`src/rtl/csc_pkg.sv`:
```
`timescale 1ns / 1ps

package csc_pkg;

  localparam int DEFAULT_MAX_LEN    = 1024;
  localparam int DEFAULT_ELEM_WIDTH = 16;

  localparam int SCORE_W  = 17;
  localparam int STATUS_W = 2;
  localparam int Q_BITS   = 17;

  localparam logic [SCORE_W-1:0] SCORE_ONE  = SCORE_W'(65536);
  localparam logic [SCORE_W-1:0] SCORE_ZERO = '0;

  typedef enum logic [STATUS_W-1:0] {
    ST_OK        = 2'd0,
    ST_ZERO_NORM = 2'd1,
    ST_TOO_LONG  = 2'd2
  } status_t;

endpackage

```
`src/rtl/cosine_similarity_clamped_unit.sv`:
```
`timescale 1ns / 1ps

// Element beat: accept, then multiply and accumulate for p*p, r*r, p*r in turn on one
// shared multiplier. A beat past MAX_LEN elements is accepted but not multiplied or accumulated.
// Closing beat: unless the checks settle the score early, one shared subtractor runs RW root
// steps per norm and 17 divide steps, RW = ceil(min(64, 2*ELEM_WIDTH + clog2(MAX_LEN+1))/2) (22 default).
// One result register decouples the output side; a held result stalls only the next close.
// rst_n (synchronous) clears sequencer, accumulators, element count, flags and out_valid.
module cosine_similarity_clamped_unit
  import csc_pkg::*;
#(
  parameter int MAX_LEN    = DEFAULT_MAX_LEN,
  parameter int ELEM_WIDTH = DEFAULT_ELEM_WIDTH
) (
  input  logic                         clk,
  input  logic                         rst_n,
  input  logic                         in_valid,
  output logic                         in_stall,
  input  logic signed [ELEM_WIDTH-1:0] in_probe_element,
  input  logic signed [ELEM_WIDTH-1:0] in_reference_element,
  input  logic                         in_last_element,
  output logic                         out_valid,
  input  logic                         out_stall,
  output logic [SCORE_W-1:0]           out_score,
  output logic [STATUS_W-1:0]          out_status
);

  localparam int EW   = ELEM_WIDTH;
  localparam int CW   = $clog2(MAX_LEN + 1);
  localparam int AW   = (2 * EW + CW > 64) ? 64 : 2 * EW + CW;
  localparam int RW   = (AW + 1) / 2;
  localparam int NW   = 2 * RW;
  localparam int SW   = NW + 1;
  localparam int MW   = (EW > RW) ? EW : RW;
  localparam int PW   = 2 * MW + 2;
  localparam int DCW  = $clog2(Q_BITS);

  localparam logic [CW-1:0]  COUNT_LIMIT = CW'(MAX_LEN);
  localparam logic [NW-1:0]  BIT_INIT    = NW'(1) << (NW - 2);
  localparam logic [NW-1:0]  BIT_LAST    = NW'(1);
  localparam logic [DCW-1:0] DIV_LAST    = DCW'(Q_BITS - 1);

  localparam logic [1:0] MAC_PP = 2'd0;
  localparam logic [1:0] MAC_RR = 2'd1;
  localparam logic [1:0] MAC_PR = 2'd2;

  typedef enum logic [8:0] {
    S_IDLE  = 9'b000000001,
    S_MUL   = 9'b000000010,
    S_ACC   = 9'b000000100,
    S_CHECK = 9'b000001000,
    S_SQRT  = 9'b000010000,
    S_DEN   = 9'b000100000,
    S_CMP   = 9'b001000000,
    S_DIV   = 9'b010000000,
    S_DONE  = 9'b100000000
  } state_t;

  state_t state_r, state_nxt;

  logic signed [EW-1:0] p_r, p_nxt;
  logic signed [EW-1:0] q_el_r, q_el_nxt;
  logic                 last_r, last_nxt;
  logic [1:0]           mac_sel_r, mac_sel_nxt;

  logic [AW-1:0] dot_r, dot_nxt;
  logic [AW-1:0] pn_r, pn_nxt;
  logic [AW-1:0] rn_r, rn_nxt;
  logic [CW-1:0] count_r, count_nxt;
  logic          ovf_r, ovf_nxt;

  logic signed [PW-1:0] prod_r, prod_nxt;
  logic signed [MW:0]   mult_a, mult_b;

  logic [NW-1:0] sq_n_r, sq_n_nxt;
  logic [NW-1:0] sq_root_r, sq_root_nxt;
  logic [NW-1:0] sq_bit_r, sq_bit_nxt;
  logic          sq_sel_r, sq_sel_nxt;
  logic [RW-1:0] root_p_r, root_p_nxt;
  logic [RW-1:0] root_q_r, root_q_nxt;
  logic [NW:0]   sq_add;

  logic [NW-1:0]     rem_r, rem_nxt;
  logic [Q_BITS-1:0] quo_r, quo_nxt;
  logic [DCW-1:0]    div_cnt_r, div_cnt_nxt;

  logic [SW-1:0] sub_a, sub_b;
  logic [SW:0]   sub_diff;
  logic          sub_borrow;

  logic [SCORE_W-1:0]  score_r, score_nxt;
  logic [STATUS_W-1:0] status_r, status_nxt;

  logic                out_valid_r, out_valid_nxt;
  logic [SCORE_W-1:0]  out_score_r, out_score_nxt;
  logic [STATUS_W-1:0] out_status_r, out_status_nxt;

  logic          in_fire;
  logic          out_free;
  logic [NW-1:0] den;

  assign in_stall   = (state_r != S_IDLE);
  assign in_fire    = in_valid && !in_stall;
  assign out_free   = !out_valid_r || !out_stall;
  assign out_valid  = out_valid_r;
  assign out_score  = out_score_r;
  assign out_status = out_status_r;
  assign den        = prod_r[NW-1:0];

  always_comb begin
    mult_a = (MW + 1)'(p_r);
    mult_b = (MW + 1)'(p_r);
    if (state_r == S_DEN) begin
      mult_a = (MW + 1)'(root_p_r);
      mult_b = (MW + 1)'(root_q_r);
    end else begin
      case (mac_sel_r)
        MAC_PP: begin
          mult_a = (MW + 1)'(p_r);
          mult_b = (MW + 1)'(p_r);
        end
        MAC_RR: begin
          mult_a = (MW + 1)'(q_el_r);
          mult_b = (MW + 1)'(q_el_r);
        end
        default: begin
          mult_a = (MW + 1)'(p_r);
          mult_b = (MW + 1)'(q_el_r);
        end
      endcase
    end
    prod_nxt = mult_a * mult_b;
  end

  assign sq_add = {1'b0, sq_root_r} + {1'b0, sq_bit_r};

  always_comb begin
    sub_a = SW'(sq_n_r);
    sub_b = SW'(sq_add);
    if (state_r == S_CMP) begin
      sub_a = SW'(dot_r);
      sub_b = SW'(den);
    end else if (state_r == S_DIV) begin
      sub_a = {rem_r, 1'b0};
      sub_b = SW'(den);
    end
    sub_diff   = {1'b0, sub_a} - {1'b0, sub_b};
    sub_borrow = sub_diff[SW];
  end

  always_comb begin
    state_nxt      = state_r;
    p_nxt          = p_r;
    q_el_nxt       = q_el_r;
    last_nxt       = last_r;
    mac_sel_nxt    = mac_sel_r;
    dot_nxt        = dot_r;
    pn_nxt         = pn_r;
    rn_nxt         = rn_r;
    count_nxt      = count_r;
    ovf_nxt        = ovf_r;
    sq_n_nxt       = sq_n_r;
    sq_root_nxt    = sq_root_r;
    sq_bit_nxt     = sq_bit_r;
    sq_sel_nxt     = sq_sel_r;
    root_p_nxt     = root_p_r;
    root_q_nxt     = root_q_r;
    rem_nxt        = rem_r;
    quo_nxt        = quo_r;
    div_cnt_nxt    = div_cnt_r;
    score_nxt      = score_r;
    status_nxt     = status_r;
    out_valid_nxt  = out_valid_r;
    out_score_nxt  = out_score_r;
    out_status_nxt = out_status_r;

    if (out_valid_r && !out_stall) begin
      out_valid_nxt = 1'b0;
    end

    unique case (state_r)
      S_IDLE: begin
        if (in_fire) begin
          p_nxt       = in_probe_element;
          q_el_nxt    = in_reference_element;
          last_nxt    = in_last_element;
          mac_sel_nxt = MAC_PP;
          if (count_r >= COUNT_LIMIT) begin
            ovf_nxt   = 1'b1;
            state_nxt = in_last_element ? S_CHECK : S_IDLE;
          end else begin
            state_nxt = S_MUL;
          end
        end
      end
      S_MUL: begin
        state_nxt = S_ACC;
      end
      S_ACC: begin
        case (mac_sel_r)
          MAC_PP: begin
            pn_nxt      = pn_r + prod_r[AW-1:0];
            mac_sel_nxt = MAC_RR;
            state_nxt   = S_MUL;
          end
          MAC_RR: begin
            rn_nxt      = rn_r + prod_r[AW-1:0];
            mac_sel_nxt = MAC_PR;
            state_nxt   = S_MUL;
          end
          default: begin
            dot_nxt     = dot_r + prod_r[AW-1:0];
            count_nxt   = count_r + CW'(1);
            mac_sel_nxt = MAC_PP;
            state_nxt   = last_r ? S_CHECK : S_IDLE;
          end
        endcase
      end
      S_CHECK: begin
        score_nxt = SCORE_ZERO;
        if (ovf_r) begin
          status_nxt = ST_TOO_LONG;
          state_nxt  = S_DONE;
        end else if (pn_r == '0 || rn_r == '0) begin
          status_nxt = ST_ZERO_NORM;
          state_nxt  = S_DONE;
        end else if (dot_r[AW-1] || dot_r == '0) begin
          status_nxt = ST_OK;
          state_nxt  = S_DONE;
        end else begin
          status_nxt  = ST_OK;
          sq_n_nxt    = NW'(pn_r);
          sq_root_nxt = '0;
          sq_bit_nxt  = BIT_INIT;
          sq_sel_nxt  = 1'b0;
          state_nxt   = S_SQRT;
        end
      end
      S_SQRT: begin
        if (!sub_borrow) begin
          sq_n_nxt    = sub_diff[NW-1:0];
          sq_root_nxt = (sq_root_r >> 1) + sq_bit_r;
        end else begin
          sq_root_nxt = sq_root_r >> 1;
        end
        sq_bit_nxt = sq_bit_r >> 2;
        if (sq_bit_r == BIT_LAST) begin
          if (!sq_sel_r) begin
            root_p_nxt  = sq_root_nxt[RW-1:0];
            sq_n_nxt    = NW'(rn_r);
            sq_root_nxt = '0;
            sq_bit_nxt  = BIT_INIT;
            sq_sel_nxt  = 1'b1;
          end else begin
            root_q_nxt = sq_root_nxt[RW-1:0];
            state_nxt  = S_DEN;
          end
        end
      end
      S_DEN: begin
        state_nxt = S_CMP;
      end
      S_CMP: begin
        if (!sub_borrow) begin
          score_nxt = SCORE_ONE;
          state_nxt = S_DONE;
        end else begin
          rem_nxt     = NW'(dot_r);
          quo_nxt     = '0;
          div_cnt_nxt = '0;
          state_nxt   = S_DIV;
        end
      end
      S_DIV: begin
        if (!sub_borrow) begin
          rem_nxt = sub_diff[NW-1:0];
        end else begin
          rem_nxt = {rem_r[NW-2:0], 1'b0};
        end
        quo_nxt     = {quo_r[Q_BITS-2:0], !sub_borrow};
        div_cnt_nxt = div_cnt_r + DCW'(1);
        if (div_cnt_r == DIV_LAST) begin
          score_nxt = SCORE_W'(quo_nxt >> 1) + SCORE_W'(quo_nxt[0]);
          state_nxt = S_DONE;
        end
      end
      S_DONE: begin
        if (out_free) begin
          out_valid_nxt  = 1'b1;
          out_score_nxt  = score_r;
          out_status_nxt = status_r;
          dot_nxt        = '0;
          pn_nxt         = '0;
          rn_nxt         = '0;
          count_nxt      = '0;
          ovf_nxt        = 1'b0;
          state_nxt      = S_IDLE;
        end
      end
      default: begin
        state_nxt = S_IDLE;
      end
    endcase
  end

  always_ff @(posedge clk) begin
    if (!rst_n) begin
      state_r     <= S_IDLE;
      mac_sel_r   <= MAC_PP;
      dot_r       <= '0;
      pn_r        <= '0;
      rn_r        <= '0;
      count_r     <= '0;
      ovf_r       <= 1'b0;
      out_valid_r <= 1'b0;
    end else begin
      state_r     <= state_nxt;
      mac_sel_r   <= mac_sel_nxt;
      dot_r       <= dot_nxt;
      pn_r        <= pn_nxt;
      rn_r        <= rn_nxt;
      count_r     <= count_nxt;
      ovf_r       <= ovf_nxt;
      out_valid_r <= out_valid_nxt;
    end
  end

  always_ff @(posedge clk) begin
    p_r          <= p_nxt;
    q_el_r       <= q_el_nxt;
    last_r       <= last_nxt;
    if (state_r == S_MUL || state_r == S_DEN) begin
      prod_r <= prod_nxt;
    end
    sq_n_r       <= sq_n_nxt;
    sq_root_r    <= sq_root_nxt;
    sq_bit_r     <= sq_bit_nxt;
    sq_sel_r     <= sq_sel_nxt;
    root_p_r     <= root_p_nxt;
    root_q_r     <= root_q_nxt;
    rem_r        <= rem_nxt;
    quo_r        <= quo_nxt;
    div_cnt_r    <= div_cnt_nxt;
    score_r      <= score_nxt;
    status_r     <= status_nxt;
    out_score_r  <= out_score_nxt;
    out_status_r <= out_status_nxt;
  end

endmodule
```
`config.mk`:
```
export PLATFORM = sky130hd
export DESIGN_NAME = cosine_similarity_clamped_unit
export DESIGN_NICKNAME = d
export VERILOG_FILES = /design/src/rtl/csc_pkg.sv /design/src/rtl/cosine_similarity_clamped_unit.sv
export SDC_FILE = /design/constraint.sdc
export NUM_CORES = 2
export LEC_CHECK = 0
export ABC_AREA = 0
export BUFFER_PORTS_ARGS = -buffer_cell sky130_fd_sc_hd__buf_2
export CORE_MARGIN = 2
export CORE_UTILIZATION = 35
export DETAILED_ROUTE_END_ITERATION = 12
export PLACE_DENSITY = 0.55
export SLEW_MARGIN = 10
export SYNTH_ARGS = -nofsm -noshare
export SYNTH_HDL_FRONTEND = slang
export SYNTH_SLANG_ARGS = --single-unit
```
`constraint.sdc`:
```
create_clock -name clk -period 27.4 [get_ports clk]
set_input_delay 4.11 -clock clk [delete_from_list [all_inputs] [get_ports clk]]
set_output_delay 4.11 -clock clk [all_outputs]
set_load 0.02 [all_outputs]
```
# After elaboration in Yosys (flattened, before gate mapping)
# Index checks and enable logic that the tools add are counted.
classes:
  n_mux: 78
  n_eq_ne: 27
  order_cmp: 1
  multipliers: 1
  addsub: 9
  bitwise_logic: 1
  n_div: 0
  n_shift: 0
  reduce_logical: 35
op_table:
  columns: ["operator", "count"]
  rows:
  - ["44-bit 2-to-1 mux", 17]
  - ["44-bit one-hot mux with 2 select lines", 4]
  - ["43-bit 2-to-1 mux", 6]
  - ["43-bit one-hot mux with 2 select lines", 3]
  - ["45-bit 2-to-1 mux", 4]
  - ["43-bit adder", 3]
  - ["43-bit zero test", 3]
  - ["23-bit 2-to-1 mux", 4]
  - ["9-bit 2-to-1 mux", 9]
  - ["9-bit one-hot mux with 9 select lines", 1]
  - ["17-bit one-hot mux with 3 select lines", 1]
  - ["45-bit by 45-bit subtractor with 46-bit output", 1]
  - ["44-bit by 44-bit adder with 45-bit output", 1]
  - ["43-bit by 44-bit adder with 44-bit output", 1]
  - ["44-bit by 1-bit == test with 1-bit output, second input constant", 1]
  - ["23-bit by 23-bit multiplier with 44-bit output", 1]
  - ["17-bit 2-to-1 mux", 2]
  - ["16-bit one-hot mux with 2 select lines", 1]
  - ["2-bit inequality test, second input constant", 13]
  - ["11-bit 2-to-1 mux", 2]
  - ["11-bit one-hot mux with 2 select lines", 1]
  - ["3-bit AND reduction", 6]
  - ["16-bit by 1-bit adder with 17-bit output", 1]
  - ["16-bit 2-to-1 mux", 1]
  - ["34 further kinds", 65]
word_totals:
  input_bits: 37
  out_inout_bits: 21
  wordCells: 177
  ram_bits: 0
  memories: 0
  mem_bits_ro: 0
  latchBits: 0
  regBits: 510

# Depth between registers and ports, before layout
logic_depth:
  word_depth: 8
  ltp_mapped: 38
  ltp_nobuf: 35

# Least setup slack after synthesis
# OpenSTA, ideal clock, no wires.
synth_path:
  path_type: "reg-to-reg"
  startpoint: "reg sq_root_r[6]"
  endpoint: "reg div_cnt_r[0] (enable)"
  synth_period_minus_slack_ns: 9.855
  setup_time_ns: 0.578
  path_slack_ns: 17.545
  arrival_ns: 9.278
  t_required_ns: 26.822
  stages_incl_launch_ff: 28
  path_buffers: 4
  path_cell_list: "edfxtp_1 ha_1 a21oi_1 a211oi_2 a311oi_1 o31a_2 o31ai_2 o31a_1 a31oi_1 nor2_1 nor2_1 xor2_1 nor2_1 a21oi_1 ha_1 a21o_1 a21oi_1 o21ai_0 a2111oi_0 nand2_1 a21oi_1 or2_1 buf_4 inv_2 buf_6 buf_4 buf_6 o21ai_0"
synth_between:
  elab_chain_len: 6
synth_rtl:
  columns: ["element", "line_no", "rtl"]
  rows:
  - ["start, declared", "cosine_similarity_clamped_unit.sv:76", "logic [NW-1:0] sq_root_r, sq_root_nxt;"]
  - ["start signal, assigned", "cosine_similarity_clamped_unit.sv:336", "sq_root_r <= sq_root_nxt;"]
  - ["44-bit by 44-bit adder with 45-bit output", "cosine_similarity_clamped_unit.sv:135", "assign sq_add = {1'b0, sq_root_r} + {1'b0, sq_bit_r};"]
  - ["45-bit 2-to-1 mux", "cosine_similarity_clamped_unit.sv:143", "end else if (state_r == S_DIV) begin"]
  - ["45-bit 2-to-1 mux", "cosine_similarity_clamped_unit.sv:140", "if (state_r == S_CMP) begin"]
  - ["45-bit by 45-bit subtractor with 46-bit output", "cosine_similarity_clamped_unit.sv:147", "sub_diff = {1'b0, sub_a} - {1'b0, sub_b};"]
  - ["2-bit inequality test (no line)", null, null]
  - ["2-bit AND reduction (no line)", null, null]
  - ["end signal, assigned", "cosine_similarity_clamped_unit.sv:343", "div_cnt_r <= div_cnt_nxt;"]
  - ["end, declared", "cosine_similarity_clamped_unit.sv:85", "logic [DCW-1:0] div_cnt_r, div_cnt_nxt;"]
# Every way passes these cells.
# A chain may end at the register's enable or synchronous reset.

# Worst setup path in the final report
layout_path:
  startpoint: "reg state_r[4]"
  endpoint: "reg prod_r[42], data pin"
layout_between:
  elab_chain_len: 3
  word_cells_on_any_way: 4
  classes_between: "1 x mul; 1 x eq/ne; 2 x mux"
layout_rtl:
  columns: ["element", "line_no", "rtl"]
  rows:
  - ["start, declared", "cosine_similarity_clamped_unit.sv:59", "state_t state_r, state_nxt;"]
  - ["start signal, assigned", "cosine_similarity_clamped_unit.sv:317", "state_r <= state_nxt;"]
  - ["9-bit by 6-bit == test with 1-bit output (*)", "cosine_similarity_clamped_unit.sv:113", "if (state_r == S_DEN) begin"]
  - ["23-bit 2-to-1 mux", "cosine_similarity_clamped_unit.sv:113", null]
  - ["23-bit by 23-bit multiplier with 44-bit output (*)", "cosine_similarity_clamped_unit.sv:132", "prod_nxt = mult_a * mult_b;"]
  - ["net prod_nxt[42]", "cosine_similarity_clamped_unit.sv:72", "logic signed [PW-1:0] prod_r, prod_nxt;"]
  - ["end signal, assigned", "cosine_similarity_clamped_unit.sv:333", "prod_r <= prod_nxt;"]
  - ["end, declared", "cosine_similarity_clamped_unit.sv:72", null]
# Mark *: on every way through the listed nets, which the timed path passes. The rest lies on a longest branch.

==> results.yml <==
status:
  status: "complete, no violations"
clock_tree:
  clk_path_buf_depth: 3
  cts_buffers: 61
  cts-resized-gates: 0
  htreeDepth: 2
  cts_sinks: 488
  cts_tree: "done"
  ctsHoldBuffers: 0
  clk_pin_slew_ns: 0.06
  post_cts_buffers: 0
  clk_latency_ns: 0.69
  cts_root_buffer: "clkbuf_16"
sta:
  finalCritPeriodShare_pct: 38.59
  fmax_ghz: 0.09458
  drv_slew: 0
  maxSlewHeadroom_pct: 10.16
  tightest_slew_ns: 1.347
  fin_tns_setup_ns: 0
  rsz0062_at_grt: "false"
  timing.final.crit_period_ns: 10.57
  finalHoldViolations: 0
  finalSetupViolations: 0
  clock_skew_ns: 0.03470
synthesis:
  synth_common_cells: "nand2_1, inv_1, nor2_1"
  syn_inst: 5749
  ys.flop_type: "edfxtp_1"
  synth_edf_count: 335
  synth_area_leaders: "fa_1, edfxtp_1, ha_1"
  synth_most_common_cell: "nand2_1"
  synth_top_area_cell: "fa_1"
  netlist_area_mm2: 0.05127
  synthArstFlopShare_pct: 0
  syn-num-nets: 6681
  syn-mean-instance-area_um2: 8.919
  yosysWarnings: 0
  ys_seq_area_share_pct: 25.59
  yosysTopAreaCellShare_pct: 21.51
  yosysUniqueCellTypes: 95
  synth-seq-cells: 488
placed_design:
  gp_congestion: 0.9824
  port_buffers: 57
  dp_hpwl_um: 145400
  placed_cell_area_mm2: 0.05375
worst_setup_path:
  worstPathRequired_ns: 27.81
  max_stage_delay_ns: 1.12
  cp-end-kind: "flip-flop"
  r2r_slack_ns: 16.83
  startpoint: "state_r[4]"
  r2r_end: "prod_r[42]"
  start_kind: "flip-flop"
  worstSetupPathType: "flip-flop to flip-flop"
  cp_max_fo: 62
  crit_slowest_cell: "o21ai_2"
  cpMostUsedCell: "fa_1"
  r2r_cells: 30
  cp.arrival_ns: 10.99
  reg2reg_from: "state_r[4]"
grt:
  grt_overflow: 0
  grt_pass1_vias: 41750
  grt_pass1_wl_um: 269800
  antenna_found_initial: 2
  grt_max_degree: 75
  track_usage_pct: 23.84
die:
  core_mm2: 0.1456
  die_w_um: 386.7
  fp.dieArea_mm2: 0.1496
  row_count: 140
  die-height_um: 386.7
  ios: 58
  start_util_pct: 35.22
min_path:
  hold_start: "score_r[12]"
  hold_depth: 0
  min_path_type: "flip-flop to flip-flop"
  worstHoldEndpoint: "out_score[12]"
detailed_routing:
  via_count: 41353
  drtAntennaViolNets: 0
  routedWlPerCell_um: 23.59
  drt_iter0_markers: 2872
  drt-vias-per-instance: 5.384
  drt-total-wl_um: 181200
  first_pass_iters: 6
  drc_errors: 0
final_layout:
  final_nets: 6643
  area_growth_syn_to_layout_pct: 8.949
  final_cell_area_mm2: 0.05586
  drive_gt1_share_pct: 6.073
job:
  maxCapViolations: 0
[critical path: cells and delay by family (launching register included)]
family	cells	cell delay (ns)
DFF	1	0.34
adders and majority gates	8	3.94
AOI/OAI and AO/OA	11	3.51
and+or+nand+nor	5	1.58
buffers and inverters	5	0.73
xor gates and xnor gates	1	0.15
[flip-flops by register name, indices dropped and copies added, names as in the netlist, 2 cells and up]
name and cells:
out_score 17, dot_r 43, prod_r 44, sq_bit_r 22
pn_r 43, out_status 2, rem_r 44, count_r 11
p_r 16, state_r 9, sq_n_r 44, rn_r 43
score_r 17, root_p_r 22, status_r 2, q_el_r 16
root_q_r 22, quo_r 16, mac_sel_r 2, div_cnt_r 5
sq_root_r 44
[through the flow]
step | instances | util [%] | hold WS (ns) | setup WS, ns
finish | 7681 | 38.38 | 0.4172 | 16.83
global route | 7680 | 38.37 | 0.4229 | 16.39
CTS | 7680 | 38.37 | 0.4185 | 16.98
detailed placement | 7565 | 36.93 | 0.4045 | 17.00
global placement | 7565 | 36.92 | 0.4011 | 17.04
floorplan | 5749 | - | 0.4003 | 17.54
[area by class of cell]
type | instances | area [um2]
inverter | 686 | 2575
timing repair buffer | 142 | 923.4
sequential | 488 | 13120
clock inverter | 45 | 495.5
fill | 14701 | 89700
multi-input combinational | 4332 | 34730
tap | 1917 | 2399
antenna | 1 | 2.502
clock buffer | 70 | 1612
[logic make-up after synthesis]
family | count (synthesis) | synth area share [%]
fa+ha+maj | 895 | 29.91
xor+xnor | 300 | 5.125
mux | 34 | 0.6662
simple gates | 1850 | 15.93
flops | 488 | 25.59
compound gates | 1253 | 15.84
buf+inv | 929 | 6.943
[cell usage in the layout (no fill, tap or decap), types with 103 or more instances in the layout]
| cell | n |
|---|---|
| a21o_1 | 142 |
| xor2_1 | 144 |
| nand3_1 | 103 |
| nor2_1 | 608 |
| o21ai_0 | 214 |
| edfxtp_1 | 335 |
| fa_1 | 551 |
| a21oi_1 | 324 |
| xnor2_1 | 156 |
| nand2_1 | 702 |
| inv_1 | 684 |
| dfxtp_1 | 153 |
| ha_1 | 344 |
[how the worst max path moves through the flow]
stage	cells past startpoint	to	slack [ns]
finish	30	prod_r[42]	16.83
global route	32	prod_r[42]	16.39
CTS	30	prod_r[42]	16.98
detailed placement	30	prod_r[42]	17.00
global placement	30	prod_r[42]	17.04
floorplan	27	div_cnt_r[0]	17.54
[routing by layer]
metal,wire [um],vias to the layer above,GRT usage [%]
met1,78080,20360,31.57
li1,-,19281,-
met3,11570,298,3.235
met5,13,-,0
met2,83410,1412,39.30
met4,8141,2,9.604
Power is left out: the tool's default activity adds up to more than one toggle a clock period on the data nets, which glitch-free logic cannot reach.
